<file path="src/hw/rtl/fpd_pkg.sv">
// shared types, sizes and phrase tables for the folded phrase detector
// no dependencies; used by the interfaces and imported by every module
package fpd_pkg;

  localparam int BYTE_W          = 8;
  localparam int CHAR_W          = 7;
  localparam int EXACT_PHRASES   = 14;
  localparam int OPENING_PHRASES = 4;
  localparam int ENDING_PHRASES  = 2;
  localparam int TAIL_DEPTH      = 14;
  localparam int COUNT_LIMIT     = 63;
  localparam int LEN_W           = 6;
  localparam int CNT_W           = $clog2(COUNT_LIMIT + 1);
  localparam int PHRASE_CHARS    = 32;
  localparam int QUEUE_DEPTH     = 2;
  localparam int QPTR_W          = (QUEUE_DEPTH > 1) ? $clog2(QUEUE_DEPTH) : 1;
  localparam int QCNT_W          = $clog2(QUEUE_DEPTH + 1);

  typedef logic [BYTE_W*PHRASE_CHARS-1:0] phrase_t;
  typedef logic [CHAR_W-1:0]              char_t;
  typedef logic [CNT_W-1:0]               count_t;

  // one folded step handed from front to back
  typedef struct packed {
    logic  push;
    char_t ch;
    logic  last;
  } entry_t;

  localparam phrase_t EXACT_ROM [EXACT_PHRASES] = '{
    phrase_t'("altyazimk"),
    phrase_t'({"altyazimk", "com"}),
    phrase_t'("altyaziauthor"),
    phrase_t'("aboneolmayiunutmayin"),
    phrase_t'("kanalimaaboneolmayiunutmayin"),
    phrase_t'("videoyubegendiyseniz"),
    phrase_t'("bubolumunbetimlemesi"),
    phrase_t'({"subtitlesbythe", "amara", "org", "community"}),
    phrase_t'({"subtitlesby", "amara", "org"}),
    phrase_t'({"amara", "org"}),
    phrase_t'("thanksforwatching"),
    phrase_t'("thankyouforwatching"),
    phrase_t'("pleasesubscribe"),
    phrase_t'("subscribetomychannel")
  };
  localparam int EXACT_LEN [EXACT_PHRASES] =
    '{9, 12, 13, 20, 28, 20, 20, 31, 19, 8, 17, 19, 15, 20};

  localparam phrase_t OPENING_ROM [OPENING_PHRASES] = '{
    phrase_t'("budizininbetimlemesi"),
    phrase_t'("bufilminbetimlemesi"),
    phrase_t'("buprograminbetimlemesi"),
    phrase_t'("bubolumunbetimlemesi")
  };
  localparam int OPENING_LEN [OPENING_PHRASES] = '{20, 19, 22, 20};

  localparam phrase_t ENDING_ROM [ENDING_PHRASES] = '{
    phrase_t'("yaptirilmistir"),
    phrase_t'("yapilmistir")
  };
  localparam int ENDING_LEN [ENDING_PHRASES] = '{14, 11};

  // character at position pos of a right-justified phrase, zero past its end
  function automatic char_t rom_char(phrase_t s, int len, count_t pos);
    char_t c;
    c = '0;
    if (int'(pos) < len) begin
      c = s[BYTE_W*(len-1-int'(pos)) +: CHAR_W];
    end
    return c;
  endfunction

endpackage

</file>
<file path="src/hw/rtl/fpd_if.sv">
// valid/ready channels for text bytes in and verdict words out
// depends on fpd_pkg for field widths
interface fpd_in_if;
  logic                        valid;
  logic                        ready;
  logic [fpd_pkg::BYTE_W-1:0]  text_byte;
  logic                        line_end;
  modport source (output valid, output text_byte, output line_end, input ready);
  modport sink   (input valid, input text_byte, input line_end, output ready);
endinterface

interface fpd_out_if;
  logic                        valid;
  logic                        ready;
  logic                        phrase_found;
  logic [fpd_pkg::LEN_W-1:0]   folded_length;
  modport source (output valid, output phrase_found, output folded_length, input ready);
  modport sink   (input valid, input phrase_found, input folded_length, output ready);
endinterface

</file>
<file path="src/hw/rtl/fpd_front.sv">
// front end: utf-8 decode and case fold, one byte per cycle
// unless q_full; uses fpd_pkg, fpd_in_if; feeds fpd_queue
module fpd_front (
  input  logic            clk,
  input  logic            rst_n,
  fpd_in_if.sink          in_word,
  input  logic            q_full,
  output logic            q_wr,
  output fpd_pkg::entry_t q_data
);
  import fpd_pkg::*;

  localparam logic [15:0] PAIR_C_LO = 16'hC3A7;
  localparam logic [15:0] PAIR_C_UP = 16'hC387;
  localparam logic [15:0] PAIR_G_LO = 16'hC49F;
  localparam logic [15:0] PAIR_G_UP = 16'hC49E;
  localparam logic [15:0] PAIR_I_LO = 16'hC4B1;
  localparam logic [15:0] PAIR_I_UP = 16'hC4B0;
  localparam logic [15:0] PAIR_O_LO = 16'hC3B6;
  localparam logic [15:0] PAIR_O_UP = 16'hC396;
  localparam logic [15:0] PAIR_S_LO = 16'hC59F;
  localparam logic [15:0] PAIR_S_UP = 16'hC59E;
  localparam logic [15:0] PAIR_U_LO = 16'hC3BC;
  localparam logic [15:0] PAIR_U_UP = 16'hC39C;
  localparam logic [1:0]  CONT_TAG  = 2'b10;

  logic              lead_pending_r, lead_pending_nxt;
  logic [BYTE_W-1:0] lead_value_r, lead_value_nxt;
  logic              skipping_r, skipping_nxt;
  logic              accept;
  logic              cont;
  char_t             mapped;
  entry_t            entry;
  logic [BYTE_W-1:0] b;

  function automatic char_t turkish_map(logic [15:0] pair);
    char_t c;
    unique case (pair)
      PAIR_C_LO, PAIR_C_UP: c = CHAR_W'("c");
      PAIR_G_LO, PAIR_G_UP: c = CHAR_W'("g");
      PAIR_I_LO, PAIR_I_UP: c = CHAR_W'("i");
      PAIR_O_LO, PAIR_O_UP: c = CHAR_W'("o");
      PAIR_S_LO, PAIR_S_UP: c = CHAR_W'("s");
      PAIR_U_LO, PAIR_U_UP: c = CHAR_W'("u");
      default:              c = '0;
    endcase
    return c;
  endfunction

  assign b          = in_word.text_byte;
  assign accept     = in_word.valid && in_word.ready;
  assign in_word.ready = !q_full;
  assign cont       = (b[7:6] == CONT_TAG);
  assign mapped     = turkish_map({lead_value_r, b});

  always_comb begin
    logic fresh;
    fresh            = 1'b0;
    lead_pending_nxt = lead_pending_r;
    lead_value_nxt   = lead_value_r;
    skipping_nxt     = skipping_r;
    entry.push       = 1'b0;
    entry.ch         = '0;
    entry.last       = in_word.line_end;
    if (lead_pending_r) begin
      lead_pending_nxt = 1'b0;
      lead_value_nxt   = '0;
      if (mapped != '0) begin
        entry.push = 1'b1;
        entry.ch   = mapped;
      end else if (cont) begin
        skipping_nxt = 1'b1;
      end else begin
        fresh = 1'b1;
      end
    end else if (skipping_r) begin
      if (!cont) begin
        skipping_nxt = 1'b0;
        fresh        = 1'b1;
      end
    end else begin
      fresh = 1'b1;
    end
    if (fresh) begin
      if (!b[7]) begin
        if (b >= "A" && b <= "Z") begin
          entry.push = 1'b1;
          entry.ch   = CHAR_W'(b + 8'd32);
        end else if ((b >= "a" && b <= "z") || (b >= "0" && b <= "9")) begin
          entry.push = 1'b1;
          entry.ch   = b[CHAR_W-1:0];
        end
      end else begin
        lead_pending_nxt = 1'b1;
        lead_value_nxt   = b;
      end
    end
    // a pending lead byte at line end is simply dropped
    if (in_word.line_end) begin
      lead_pending_nxt = 1'b0;
      lead_value_nxt   = '0;
      skipping_nxt     = 1'b0;
    end
  end

  assign q_wr   = accept && (entry.push || entry.last);
  assign q_data = entry;

  always_ff @(posedge clk) begin
    if (!rst_n) begin
      lead_pending_r <= 1'b0;
      lead_value_r   <= '0;
      skipping_r     <= 1'b0;
    end else if (accept) begin
      lead_pending_r <= lead_pending_nxt;
      lead_value_r   <= lead_value_nxt;
      skipping_r     <= skipping_nxt;
    end
  end

endmodule

</file>
<file path="src/hw/rtl/fpd_queue.sv">
// short fifo of folded steps between front and back
// depends on fpd_pkg
module fpd_queue (
  input  logic            clk,
  input  logic            rst_n,
  input  logic            wr_en,
  input  fpd_pkg::entry_t wr_data,
  output logic            full,
  output logic            rd_valid,
  output fpd_pkg::entry_t rd_data,
  input  logic            rd_en
);
  import fpd_pkg::*;

  entry_t             mem_r [QUEUE_DEPTH];
  logic [QPTR_W-1:0]  wr_ptr_r, rd_ptr_r;
  logic [QCNT_W-1:0]  cnt_r, cnt_nxt;
  logic               do_wr, do_rd;

  assign full     = (cnt_r == QCNT_W'(QUEUE_DEPTH));
  assign rd_valid = (cnt_r != '0);
  assign rd_data  = mem_r[rd_ptr_r];
  assign do_wr    = wr_en && !full;
  assign do_rd    = rd_en && rd_valid;

  function automatic logic [QPTR_W-1:0] ptr_inc(logic [QPTR_W-1:0] p);
    logic [QPTR_W-1:0] n;
    if (p == QPTR_W'(QUEUE_DEPTH - 1)) n = '0;
    else                               n = p + 1'b1;
    return n;
  endfunction

  always_comb begin
    cnt_nxt = cnt_r;
    if (do_wr && !do_rd)      cnt_nxt = cnt_r + 1'b1;
    else if (!do_wr && do_rd) cnt_nxt = cnt_r - 1'b1;
  end

  always_ff @(posedge clk) begin
    if (do_wr) begin
      mem_r[wr_ptr_r] <= wr_data;
    end
  end

  always_ff @(posedge clk) begin
    if (!rst_n) begin
      wr_ptr_r <= '0;
      rd_ptr_r <= '0;
      cnt_r    <= '0;
    end else begin
      if (do_wr) wr_ptr_r <= ptr_inc(wr_ptr_r);
      if (do_rd) rd_ptr_r <= ptr_inc(rd_ptr_r);
      cnt_r <= cnt_nxt;
    end
  end

endmodule

</file>
<file path="src/hw/rtl/fpd_back.sv">
// back end: phrase matching, key count, tail window and verdict register
// depends on fpd_pkg and fpd_out_if; drains fpd_queue
module fpd_back (
  input  logic            clk,
  input  logic            rst_n,
  input  logic            q_valid,
  input  fpd_pkg::entry_t q_data,
  output logic            q_rd,
  fpd_out_if.source       out_word
);
  import fpd_pkg::*;

  logic [EXACT_PHRASES-1:0]   exact_alive_r, exact_alive_nxt, exact_upd;
  logic [OPENING_PHRASES-1:0] open_alive_r, open_alive_nxt, open_upd;
  count_t                     key_count_r, key_count_nxt, count_upd;
  char_t                      tail_r [TAIL_DEPTH];
  char_t                      tail_nxt [TAIL_DEPTH];
  char_t                      tail_upd [TAIL_DEPTH];
  logic                       out_valid_r;
  logic                       found_r;
  logic [LEN_W-1:0]           length_r;
  logic                       out_free, pop, found;
  logic [ENDING_PHRASES-1:0]  end_hit;

  assign out_free = !out_valid_r || out_word.ready;
  assign q_rd     = q_valid && (!q_data.last || out_free);
  assign pop      = q_rd;

  always_comb begin
    exact_upd = exact_alive_r;
    open_upd  = open_alive_r;
    count_upd = key_count_r;
    tail_upd  = tail_r;
    if (pop && q_data.push) begin
      for (int k = 0; k < EXACT_PHRASES; k++) begin
        if (rom_char(EXACT_ROM[k], EXACT_LEN[k], key_count_r) != q_data.ch) begin
          exact_upd[k] = 1'b0;
        end
      end
      for (int k = 0; k < OPENING_PHRASES; k++) begin
        if (int'(key_count_r) < OPENING_LEN[k] &&
            rom_char(OPENING_ROM[k], OPENING_LEN[k], key_count_r) != q_data.ch) begin
          open_upd[k] = 1'b0;
        end
      end
      for (int i = TAIL_DEPTH - 1; i > 0; i--) begin
        tail_upd[i] = tail_r[i-1];
      end
      tail_upd[0] = q_data.ch;
      if (key_count_r != CNT_W'(COUNT_LIMIT)) begin
        count_upd = key_count_r + 1'b1;
      end
    end
  end

  always_comb begin
    for (int j = 0; j < ENDING_PHRASES; j++) begin
      end_hit[j] = (ENDING_LEN[j] <= TAIL_DEPTH);
      for (int i = 0; i < ENDING_LEN[j] && i < TAIL_DEPTH; i++) begin
        if (tail_upd[i] !=
            rom_char(ENDING_ROM[j], ENDING_LEN[j], CNT_W'(ENDING_LEN[j] - 1 - i))) begin
          end_hit[j] = 1'b0;
        end
      end
    end
    found = 1'b0;
    for (int k = 0; k < EXACT_PHRASES; k++) begin
      if (exact_upd[k] && int'(count_upd) == EXACT_LEN[k]) found = 1'b1;
    end
    for (int k = 0; k < OPENING_PHRASES; k++) begin
      for (int j = 0; j < ENDING_PHRASES; j++) begin
        if (open_upd[k] && end_hit[j] &&
            int'(count_upd) >= OPENING_LEN[k] + ENDING_LEN[j]) begin
          found = 1'b1;
        end
      end
    end
    if (count_upd == '0) found = 1'b0;
  end

  always_comb begin
    exact_alive_nxt = exact_upd;
    open_alive_nxt  = open_upd;
    key_count_nxt   = count_upd;
    tail_nxt        = tail_upd;
    if (pop && q_data.last) begin
      exact_alive_nxt = '1;
      open_alive_nxt  = '1;
      key_count_nxt   = '0;
      for (int i = 0; i < TAIL_DEPTH; i++) tail_nxt[i] = '0;
    end
  end

  always_ff @(posedge clk) begin
    if (!rst_n) begin
      exact_alive_r <= '1;
      open_alive_r  <= '1;
      key_count_r   <= '0;
      for (int i = 0; i < TAIL_DEPTH; i++) tail_r[i] <= '0;
      out_valid_r   <= 1'b0;
    end else begin
      exact_alive_r <= exact_alive_nxt;
      open_alive_r  <= open_alive_nxt;
      key_count_r   <= key_count_nxt;
      tail_r        <= tail_nxt;
      if (pop && q_data.last)  out_valid_r <= 1'b1;
      else if (out_word.ready) out_valid_r <= 1'b0;
    end
  end

  always_ff @(posedge clk) begin
    if (pop && q_data.last) begin
      found_r  <= found;
      length_r <= count_upd[LEN_W-1:0];
    end
  end

  assign out_word.valid         = out_valid_r;
  assign out_word.phrase_found  = found_r;
  assign out_word.folded_length = length_r;

endmodule

</file>
<file path="src/hw/rtl/folded_phrase_detector_core.sv">
// top level of the folded phrase detector: front, queue and back joined up
// depends on fpd_pkg, fpd_if, fpd_front, fpd_queue and fpd_back
//
//   channel   | dir | word contents                  | handshake
//   in_word   | in  | text_byte[7:0], line_end       | valid/ready
//   out_word  | out | phrase_found, folded_length[5:0] | valid/ready
//
// one byte a cycle while the queue has room; folded in the cycle it is taken
// a line_end step passes the queue, then its verdict is registered and shown
// the back updates match vectors and tail window one step per cycle when queued
// a held verdict stalls only line_end steps; the 2-deep queue absorbs the rest
// synchronous active-low reset returns all match state to its empty line
module folded_phrase_detector_core (
  input  logic      clk,
  input  logic      rst_n,
  fpd_in_if.sink    in_word,
  fpd_out_if.source out_word
);
  import fpd_pkg::*;

  logic   q_wr, q_full, q_valid, q_rd;
  entry_t q_wdata, q_rdata;

  fpd_front u_front (
    .clk     (clk),
    .rst_n   (rst_n),
    .in_word (in_word),
    .q_full  (q_full),
    .q_wr    (q_wr),
    .q_data  (q_wdata)
  );

  fpd_queue u_queue (
    .clk      (clk),
    .rst_n    (rst_n),
    .wr_en    (q_wr),
    .wr_data  (q_wdata),
    .full     (q_full),
    .rd_valid (q_valid),
    .rd_data  (q_rdata),
    .rd_en    (q_rd)
  );

  fpd_back u_back (
    .clk      (clk),
    .rst_n    (rst_n),
    .q_valid  (q_valid),
    .q_data   (q_rdata),
    .q_rd     (q_rd),
    .out_word (out_word)
  );

endmodule

</file>
<file path="src/flat_wrapper.sv">
// flat-port wrapper written by rule: the top's interface ports become plain ports
module folded_phrase_detector_core_flat import fpd_pkg::*;
  (clk, rst_n, in_word_valid, in_word_text_byte, in_word_line_end, in_word_ready, out_word_valid, out_word_phrase_found, out_word_folded_length, out_word_ready);
  fpd_in_if in_word_i ();
  fpd_out_if out_word_i ();
  input  logic clk;
  input  logic rst_n;
  input wire logic [$bits(in_word_i.valid)-1:0] in_word_valid;
  input wire logic [$bits(in_word_i.text_byte)-1:0] in_word_text_byte;
  input wire logic [$bits(in_word_i.line_end)-1:0] in_word_line_end;
  output wire logic [$bits(in_word_i.ready)-1:0] in_word_ready;
  output wire logic [$bits(out_word_i.valid)-1:0] out_word_valid;
  output wire logic [$bits(out_word_i.phrase_found)-1:0] out_word_phrase_found;
  output wire logic [$bits(out_word_i.folded_length)-1:0] out_word_folded_length;
  input wire logic [$bits(out_word_i.ready)-1:0] out_word_ready;
  assign in_word_i.valid = in_word_valid;
  assign in_word_i.text_byte = in_word_text_byte;
  assign in_word_i.line_end = in_word_line_end;
  assign in_word_ready = in_word_i.ready;
  assign out_word_valid = out_word_i.valid;
  assign out_word_phrase_found = out_word_i.phrase_found;
  assign out_word_folded_length = out_word_i.folded_length;
  assign out_word_i.ready = out_word_ready;
  folded_phrase_detector_core u_core (.clk(clk), .rst_n(rst_n), .in_word(in_word_i), .out_word(out_word_i));
endmodule
</file>
<file path="config.mk">
export PLATFORM = sky130hd
export DESIGN_NAME = folded_phrase_detector_core_flat
export DESIGN_NICKNAME = d
export VERILOG_FILES = /design/src/hw/rtl/fpd_pkg.sv /design/src/hw/rtl/fpd_if.sv /design/src/hw/rtl/fpd_front.sv /design/src/hw/rtl/fpd_queue.sv /design/src/hw/rtl/fpd_back.sv /design/src/hw/rtl/folded_phrase_detector_core.sv /design/src/flat_wrapper.sv
export SDC_FILE = /design/constraint.sdc
export NUM_CORES = 1
export LEC_CHECK = 0
export ABC_AREA = 1
export BUFFER_PORTS_ARGS = -buffer_cell sky130_fd_sc_hd__buf_4
export CORE_ASPECT_RATIO = 1.75
export CORE_MARGIN = 2
export CORE_UTILIZATION = 60
export CTS_CLUSTER_DIAMETER = 40
export CTS_CLUSTER_SIZE = 12
export DETAILED_ROUTE_END_ITERATION = 10
export PLACE_DENSITY_LB_ADDON = 0.08
export SKIP_LAST_GASP = 1
export SYNTH_ARGS = -nofsm -noshare
export SYNTH_HDL_FRONTEND = slang
export SYNTH_SLANG_ARGS = --single-unit
export TNS_END_PERCENT = 5
</file>
<file path="constraint.sdc">
create_clock -name clk -period 5.9 [get_ports clk]
set_input_delay 1.475 -clock clk [delete_from_list [all_inputs] [get_ports clk]]
set_output_delay 1.475 -clock clk [all_outputs]
set_load 0.05 [all_outputs]
</file>
==> Yosys cells after proc, flatten, opt, wreduce, memory -nomap -nowiden <==
Memory sizes are Yosys's and may differ from the RTL's. A register that Yosys moved wholly into a read port is not among the register bits.
Index checks and enable logic that the tools add are counted.
{ "op_classes": {"magnitude_cmp": 22, "addsub": 17, "n_mux": 130, "shift": 17, "n_bitwise": 1, "n_reduce_logical": 68, "eq_ne": 61} }
{ "op_table": {"columns": ["operator", "count"], "rows": [
  ["256-bit by 10-bit variable part select with 7-bit output, first input constant", 17],
  ["7-bit 2-to-1 mux", 34],
  ["16-bit equality test, second input constant", 12],
  ["7-bit != test", 17],
  ["7-bit != test, second input constant", 17],
  ["98-bit 2-to-1 mux", 1],
  ["8-bit 2-to-1 mux", 10],
  ["1-bit 2-to-1 mux", 78],
  ["1-bit logical AND", 46],
  ["7-bit case mux with 6 select lines", 1],
  ["5-bit by 6-bit subtractor with 7-bit output, first input constant", 6],
  ["6-bit by 5-bit < comparator with 1-bit output, second input constant", 6],
  ["6-bit by 5-bit equality test with 1-bit output, second input constant", 5],
  ["6-bit equality test, second input constant", 5],
  ["6-bit by 4-bit < comparator with 1-bit output, second input constant", 5],
  ["4-bit by 6-bit subtractor with 7-bit output, first input constant", 4],
  ["6-bit >= comparator, second input constant", 3],
  ["8-bit by 7-bit >= comparator with 1-bit output, second input constant", 2],
  ["8-bit by 7-bit <= comparator with 1-bit output, second input constant", 2],
  ["14-bit 2-to-1 mux", 1],
  ["2-bit OR reduction", 7],
  ["6-bit by 5-bit >= comparator with 1-bit output, second input constant", 2],
  ["6-bit 2-to-1 mux", 2],
  ["8-bit by 6-bit >= comparator with 1-bit output, second input constant", 1],
  ["20 further kinds", 32]
]} }
{ "word_totals": {"regBits": 144, "ramBits": 18, "out_inout_bits": 9, "mem_count": 1, "wordCells": 343} }
{ "memory_table": {"columns": ["name", "words", "word_bits", "rd", "rd_clocked_by_memory_dff", "wr", "line", "rtl"], "rows": [
  ["u_core.u_queue.mem_r", 2, 9, 1, 1, 1, "fpd_queue.sv:15", "entry_t mem_r [QUEUE_DEPTH];"]
]} }

==> Longest topological paths before layout <==
Gate-level depths: netlist (run 1).
{ "logic_depth": {"word_depth": 32, "ltp_mapped": 29, "ltp_nobuf": 24} }

==> Modules after synthesis <==
From an unflattened synthesis (run 1), not the netlist that was laid out.
{ "hier_totals": {"hier_cells": 2341, "area_unflattened_um2": 13361.6} }
{ "modules_own_cells": {"columns": ["module", "seq_area_each_um2", "area_each_um2", "instances", "cells_each"], "rows": [
  ["fpd_back", 2672.6, 11428.5, 1, 2085],
  ["fpd_front", 200.2, 1037.2, 1, 191],
  ["fpd_queue", 640.6, 895.9, 1, 65]
]} }

==> Worst setup path before layout (run 1) <==
OpenSTA, ideal clock, no wires.
{ "synth_timing": {"path_type": "in2reg", "from": "input port in_word_text_byte[1]", "to": "register u_core.u_queue.cnt_r[1]", "stages": 18, "n_path_buf": 0, "t_required_ns": 5.778, "slack_ns": 2.324, "arrival_time_ns": 3.454, "cell_sequence": "inv_1 nor3_1 nor2_1 o21ai_0 o21ai_0 nand2_1 inv_1 nor2_1 nand2_1 inv_1 nand2_1 nand2_1 inv_1 ha_1 a21oi_1 o21ai_0 o21ai_0 a21oi_1"} }
{ "synth_rtl": {"columns": ["item", "line", "rtl"], "rows": [
  ["start, declared", "flat_wrapper.sv:9", "input wire logic [$bits(in_word_i.text_byte)-1:0] in_word_text_byte;"],
  ["end signal, assigned", "fpd_queue.sv:53", "cnt_r <= cnt_nxt;"],
  ["end, declared", "fpd_queue.sv:17", "logic [QCNT_W-1:0] cnt_r, cnt_nxt;"]
]} }

==> Worst setup path after layout (run 1) <==
{ "layout_timing": {"from": "input port out_word_ready", "to": "register u_core.u_back.found_r, in the netlist u_core.u_back.out_word.phrase_found (data pin)"} }
{ "layout_between": {"elab_cells_between_ends": 110, "classes_between": "5 x order compare; 27 x eq/ne; 43 x mux; 35 x reduce/logical"} }
{ "layout_rtl": {"columns": ["item", "line", "rtl"], "rows": [
  ["start, declared", "flat_wrapper.sv:15", "input wire logic [$bits(out_word_i.ready)-1:0] out_word_ready;"],
  ["1-bit logical OR *", "fpd_back.sv:25", "assign out_free = !out_valid_r || out_word.ready;"],
  ["1-bit logical OR *", "fpd_back.sv:26", "assign q_rd = q_valid && (!q_data.last || out_free);"],
  ["1-bit logical AND *", "fpd_back.sv:26", null],
  ["1-bit logical AND *", "fpd_back.sv:34", "if (pop && q_data.push) begin"],
  ["6-bit 2-to-1 mux *", "fpd_back.sv:34", null],
  ["net u_core.u_back.count_upd[5]", "fpd_back.sv:15", "count_t key_count_r, key_count_nxt, count_upd;"],
  ["6-bit by 5-bit equality test with 1-bit output", "fpd_back.sv:68", "if (exact_upd[k] && int'(count_upd) == EXACT_LEN[k]) found = 1'b1;"],
  ["1-bit logical AND", "fpd_back.sv:68", null],
  ["1-bit 2-to-1 mux (14 in series)", "fpd_back.sv:68", null],
  ["1-bit 2-to-1 mux (8 in series)", "fpd_back.sv:72", "if (open_upd[k] && end_hit[j] &&"],
  ["end signal, assigned", "fpd_back.sv:113", "found_r <= found;"],
  ["end, declared", "fpd_back.sv:20", "logic found_r;"]
]} }
The timed path passes the listed nets; every way through them passes the cells marked *.
A chain may end at the register's enable or synchronous reset.

==> results.toml, run 1 <==
[status]
status = "completed"

[timing]
fin_tns_setup_ps = 0
fin_hold_ws_ps = 445
max_freq_ghz = 0.235
finalMaxSlewViolations = 0
finalWorstSetupSlack_ps = 1640
relSlewSlack = 0.330
setup_viol = 0
fin_crit_sh = 0.722
fin_crit_ps = 4260
clock-skew-final_ps = 12.9
tightestPinTransition_ps = 1000
hold_violations = 0
rsz0062_at_grt = "false"

[min_path]
hp-start = "u_core.u_back.exact_alive_r[11]"
worstHoldPathCells = 2
hold_end = "u_core.u_back.exact_alive_r[11]"
hold_path_class = "flop to flop"

[logic_synthesis]
synth_edf_count = 25
ys.flop_type = "dfxtp_1"
synth_seq_area_share = 0.267
syn_nets = 2369
syn_avg_cell_area_um2 = 5.64
synthCells = 2335
yosys_warnings = 0
synth_cell_types = 49
syn-cell-area_um2 = 13200
async_flop_share = 0
ys_ff_latch = 163

[routing]
wire_per_inst_um = 17.2
ant_nets = 0
vias_per_cell = 5.91
drc = 0
drt_iter0_drc = 1479
drt-total-wl_um = 44600
firstDrtPassIters = 8
vias = 15349

[die]
initial_utilization = 0.613
rows = 71
dieArea_um2 = 23200
die_h_um = 200
design.portCount = 22
die_x_um = 116
core_region_area_um2 = 21500

[finish]
final_util = 0.650
antenna_cells = 0
mostFrequentLayoutCells = "nand2_1, nor2_1, nand3_1"
num-fill-cells = 2195
fin_nets = 2327
drive_gt1_frac = 0.0456
final_cell_count_no_fill = 2597
final_common_cell = "nand2_1"
area_delta_synth_final_pct = 6.08
design_area_um2 = 14000

[global_routing]
grt_use_met3 = 0.0879
grt_use_met2 = 0.673
grt_pass1_wl_um = 71800
grt-busiest-layer = "met2"
grtUsageTotal = 0.395
grt_use_met1 = 0.415
grt_overflow = 0
grt_pass1_vias = 14603
grt_max_degree = 86
grt_antenna_before_repair = 0

[clocking]
cts_root_buf = "clkbuf_16"
clockBufferDepth = 2
numCtsBuffers = 17
clk_latency_ps = 430
htree_levels = 4
cts.sinks = 163
tritoncts = "built"
cts.clk_slew.worst_paths_ps = 70
ctsResizeCount = 0
postCtsHoldBufs = 0
cts_setup_buffers = 0

[critical_path]
cp_max_fo = 50
timing.rr.end = "u_core.u_back.out_word.phrase_found"
cp-start-kind = "primary input"
ff2ff_path_depth = 17
worstSetupEndpointType = "flop"
r2r_slack_ps = 1660
r2r-start = "u_core.u_back.key_count_r[2]"
cp_data_required_time_ps = 6080
arrival_ps = 4440
critical_path_class = "primary input to flop"

[pwr]
power.leakage_nw = 6.98
power_mw = 9.74
powerDensity_nw_per_um2 = 697
vdd_drop_max_v = 0.000615

[placement]
gp_congestion = 1.03
dp_cells = 2566
place_ws_ps = 1260
io_buffers = 21
hpwlAfterDp_um = 31400
place_area_um2 = 13400

[job]
cap_violations = 0
## power breakdown
group	switching (mW)	total [mW]	internal (mW)
clock network	0.438	1.13	0.692
logic	5.01	7.04	2.03
registers	0.144	1.57	1.42
## area by class of cell
class                      instances  area (µm²)  share of cell area
timing repair buffer              44         343              0.0245
inverter                         215         807              0.0578
multi-input combinational       1852        8340               0.597
clock buffer                      20         458              0.0328
sequential                       163        3510               0.251
tap                              292         365              0.0261
clock inverter                    11         150              0.0107
## state kept, by name, indices dropped and copies added, names as in the netlist, named ones only
register	count
u_core.u_back.tail_r	98
u_core.u_queue.mem_r	18
u_core.u_back.exact_alive_r	14
u_core.u_front.lead_value_r	8
u_core.u_back.key_count_r	6
u_core.u_back.out_word.folded_length	6
u_core.u_back.open_alive_r	4
u_core.u_queue.cnt_r	2
u_core.u_back.out_word.phrase_found	1
u_core.u_back.out_word.valid	1
u_core.u_front.lead_pending_r	1
u_core.u_front.skipping_r	1
u_core.u_queue.rd_ptr_r	1
u_core.u_queue.wr_ptr_r	1
## cells in the mapped netlist (3+ instances only)
cell type  number  area, µm²
dfxtp_1       138       2760
a21boi_0        3       22.5
clkinv_1        4       15.0
nor2_2          9       56.3
mux2i_1         7       70.1
o211ai_1        8       60.1
inv_1         204        766
buf_6           7       78.8
buf_2          40        200
a21oi_2         3       26.3
nand2_1       877       3290
edfxtp_1       25        751
nor3_1          9       45.0
buf_4           8       60.1
inv_2           7       26.3
clkbuf_1       42        158
ha_1           21        263
or2_2           3       18.8
nand3_1       257       1290
o21ai_2         3       26.3
nand4_1        92        576
o21ai_1        21        105
xor2_1         19        166
a21oi_1        84        420
nor4_1          6       37.5
o21a_1          4       30.0
nand3b_1        3       22.5
a31oi_1         6       37.5
nor2_1        310       1160
buf_1           8       30.0
o21ai_0        87        435
## worst max path at each step
| stage | to | from | slack (ps) |
|---|---|---|---|
| floorplan | u_core.u_queue.cnt_r[1] | in_word_text_byte[1] | 2320 |
| global placement | u_core.u_back.out_word.phrase_found | out_word_ready | 1280 |
| detailed placement | u_core.u_back.out_word.phrase_found | out_word_ready | 1260 |
| CTS | u_core.u_back.out_word.phrase_found | out_word_ready | 1680 |
| global route | u_core.u_back.out_word.phrase_found | out_word_ready | 1210 |
| finish | u_core.u_back.out_word.phrase_found | out_word_ready | 1640 |
## kinds of logic (layout without fill, tap and decap cells)
group	Yosys count	count (layout)	synth area share
fa+ha+maj	21	21	0.0199
mux	7	7	0.00532
xor+xnor	20	20	0.0133
compound gates	228	228	0.0938
flops	163	163	0.267
buf+inv	320	290	0.101
simple gates	1576	1576	0.500
## critical path, cell delays in order
cell,delay (ps)
buf_4,80
nor2_1,60
nand2_4,360
nand3_4,550
inv_2,660
nand2_1,110
nand2_1,80
nand2_1,130
inv_1,160
nor2_1,100
nand3_1,110
nand2_1,60
inv_1,50
nor2_1,40
nand2_1,60
nand2_1,50
nor2_1,80
nand2_1,60
nor2_1,80
nand3_1,70
## per-layer routing
metal	routed length [µm]	up-vias
met5	0	-
met1	15800	6872
li1	-	7446
met3	3580	282
met4	3760	0
met2	21400	749
(Power assumes the default switching activity.)
==> inputs of run 2 (changes only) <==
Settings changed: CORE_UTILIZATION 60 to 59.
Clock period 5.9 ns to 3.5 ns, I/O delays scaled along.
==> run 2 against run 1 <==
Net effect:
- final cell count increased by 3.5%
- combinational power increased by 86%
- utilization increased by 1.9 points
- routed wire length increased by 7.8%
- sequential share of layout area is 1.3 points lower
- count of clock-buffer cells in the layout shrank 3
- die area increased by 1.6%
- critical path depth fell by 4
- clock power grew 58%
- design area rose by 5.2%
- critical path type is now flop to flop
- critical endpoint unchanged
- largest power group unchanged
==> results.toml, run 2 (same netlist as run 1, synthesis figures left out) <==
[routing]
drt_iter0_drc = 1488
drc = 0
vias_per_cell = 5.93
firstDrtPassIters = 7
vias = 15940
wire_per_inst_um = 17.9
ant_nets = 0
drt-total-wl_um = 48100

[pwr]
vdd_drop_max_v = 0.00105
power.leakage_nw = 7.38
seqPwrFrac = 0.148
powerDensity_nw_per_um2 = 1190
combPwrFrac = 0.749
internal-power_mw = 7.44
p_sw_frac = 0.575
p_clk_frac = 0.103
switchingPower_mw = 10.1

[critical_path]
arrival_ps = 3420
cp_data_required_time_ps = 3680
cp_max_fo = 27
critical_path_class = "flop to flop"
worstSetupEndpointType = "flop"
cp-start-kind = "flop"

[min_path]
hold_path_class = "flop to flop"

[clocking]
cts_setup_buffers = 0
cts.clk_slew.worst_paths_ps = 70
cts_root_buf = "clkbuf_16"
htree_levels = 4
tritoncts = "built"
cts.sinks = 163
clk_latency_ps = 430
clockBufferDepth = 2
numCtsBuffers = 17

[timing]
finalMaxSlewViolations = 0
clock-skew-final_ps = 14.4
fin_crit_sh = 0.924
max_freq_ghz = 0.309
hold_violations = 0
relSlewSlack = 0.524
setup_viol = 0
finalWorstSetupSlack_ps = 265
tightestPinTransition_ps = 713
fin_crit_ps = 3230

[placement]
place_ws_ps = 192
gp_congestion = 1.05
io_buffers = 21
dp_cells = 2654
hpwlAfterDp_um = 35300

[global_routing]
grt_pass1_vias = 15313
grt_pass1_wl_um = 77300
grt_overflow = 0
grt_max_degree = 58
grt_antenna_before_repair = 2
grtUsageTotal = 0.423

[status]
status = "completed"

[die]
dieArea_um2 = 23600
design.portCount = 22
core_region_area_um2 = 22000
die_x_um = 117
initial_utilization = 0.599
rows = 72
die_h_um = 202

[job]
cap_violations = 0

[finish]
area_delta_synth_final_pct = 11.6
final_common_cell = "nand2_1"
largest_registers = "u_core.u_back.tail_r: 98 flops, u_core.u_queue.mem_r: 18 flops, u_core.u_back.exact_alive_r: 14 flops"
drive_gt1_frac = 0.0866
largest_register_ffs = 98
fin_nets = 2411
final_cell_count_no_fill = 2687
top_register = "u_core.u_back.tail_r"
mostFrequentLayoutCells = "nand2_1, nor2_1, nand3_1"
run 2: path summary, 6_finish.rpt:
check                                 startpoint                                   to  slack (ps)  depth (start not counted)
setup reg to reg    u_core.u_back.key_count_r[0]  u_core.u_back.out_word.phrase_found         270                         16
hold reg to reg   u_core.u_back.exact_alive_r[6]       u_core.u_back.exact_alive_r[6]         450                          2
hold / removal    u_core.u_back.exact_alive_r[6]       u_core.u_back.exact_alive_r[6]         450                          2
setup / recovery    u_core.u_back.key_count_r[0]  u_core.u_back.out_word.phrase_found         270                         16
run 2: per-stage QoR:
stage	utilization	setup TNS [ps]	cell area, µm²	hold slack, ps	power, mW
2_1_floorplan	-	0	13200	414	11.5
3_3_place_gp	0.639	0	14100	427	14.8
3_5_place_dp	0.639	0	14100	429	15.0
4_1_cts	0.665	0	14600	448	16.9
5_1_grt	0.669	-14.8	14700	465	19.1
6_report	0.669	0	14700	449	17.5
run 2: layout make-up:
cell class,count,area (µm²)
repair buffers,128,1030
inverters,215,807
clock buffers,17,425
fillers,2149,7280
clock inverters,15,146
well taps,296,370
multi-input cells,1852,8410
diodes,1,2.50
flip-flops and latches,163,3510
run 2: timing repair:
item                                    CTS  global route
resized for setup                         0            27
endpoints found under the setup margin    0             4
hold buffers                              0             0
run 2: worst max-delay path: stages (launching register included):
cell and delay [ps]:
dfxtp_1 390, buf_4 380, nand2_1 240, nand2_1 160, nand3_1 140, o21ai_0 580, nand3_1 140, nand2_1 100
nor2_1 40, nand2_1 90, o21ai_2 120, nand2_1 100, nand2_1 50, o21ai_0 150, nand2_1 70, nor2_1 140
nand3_1 90
run 2: layer usage:
layer / share of wire / track usage / vias to the layer above
li1: - / - / 7624
met3: 0.085 / 0.148 / 346
met1: 0.33 / 0.415 / 7192
met5: 0.00029 / 0 / -
met2: 0.48 / 0.681 / 776
met4: 0.10 / 0.379 / 2
run 2: power by group through the flow:
stage	clock network, mW	registers, mW	logic, mW
3_5_place_dp	0	2.62	12.4
3_3_place_gp	0	2.61	12.2
6_report	1.79	2.60	13.1
2_1_floorplan	0	2.70	8.75
4_1_cts	1.81	2.59	12.5
5_1_grt	1.88	2.63	14.6
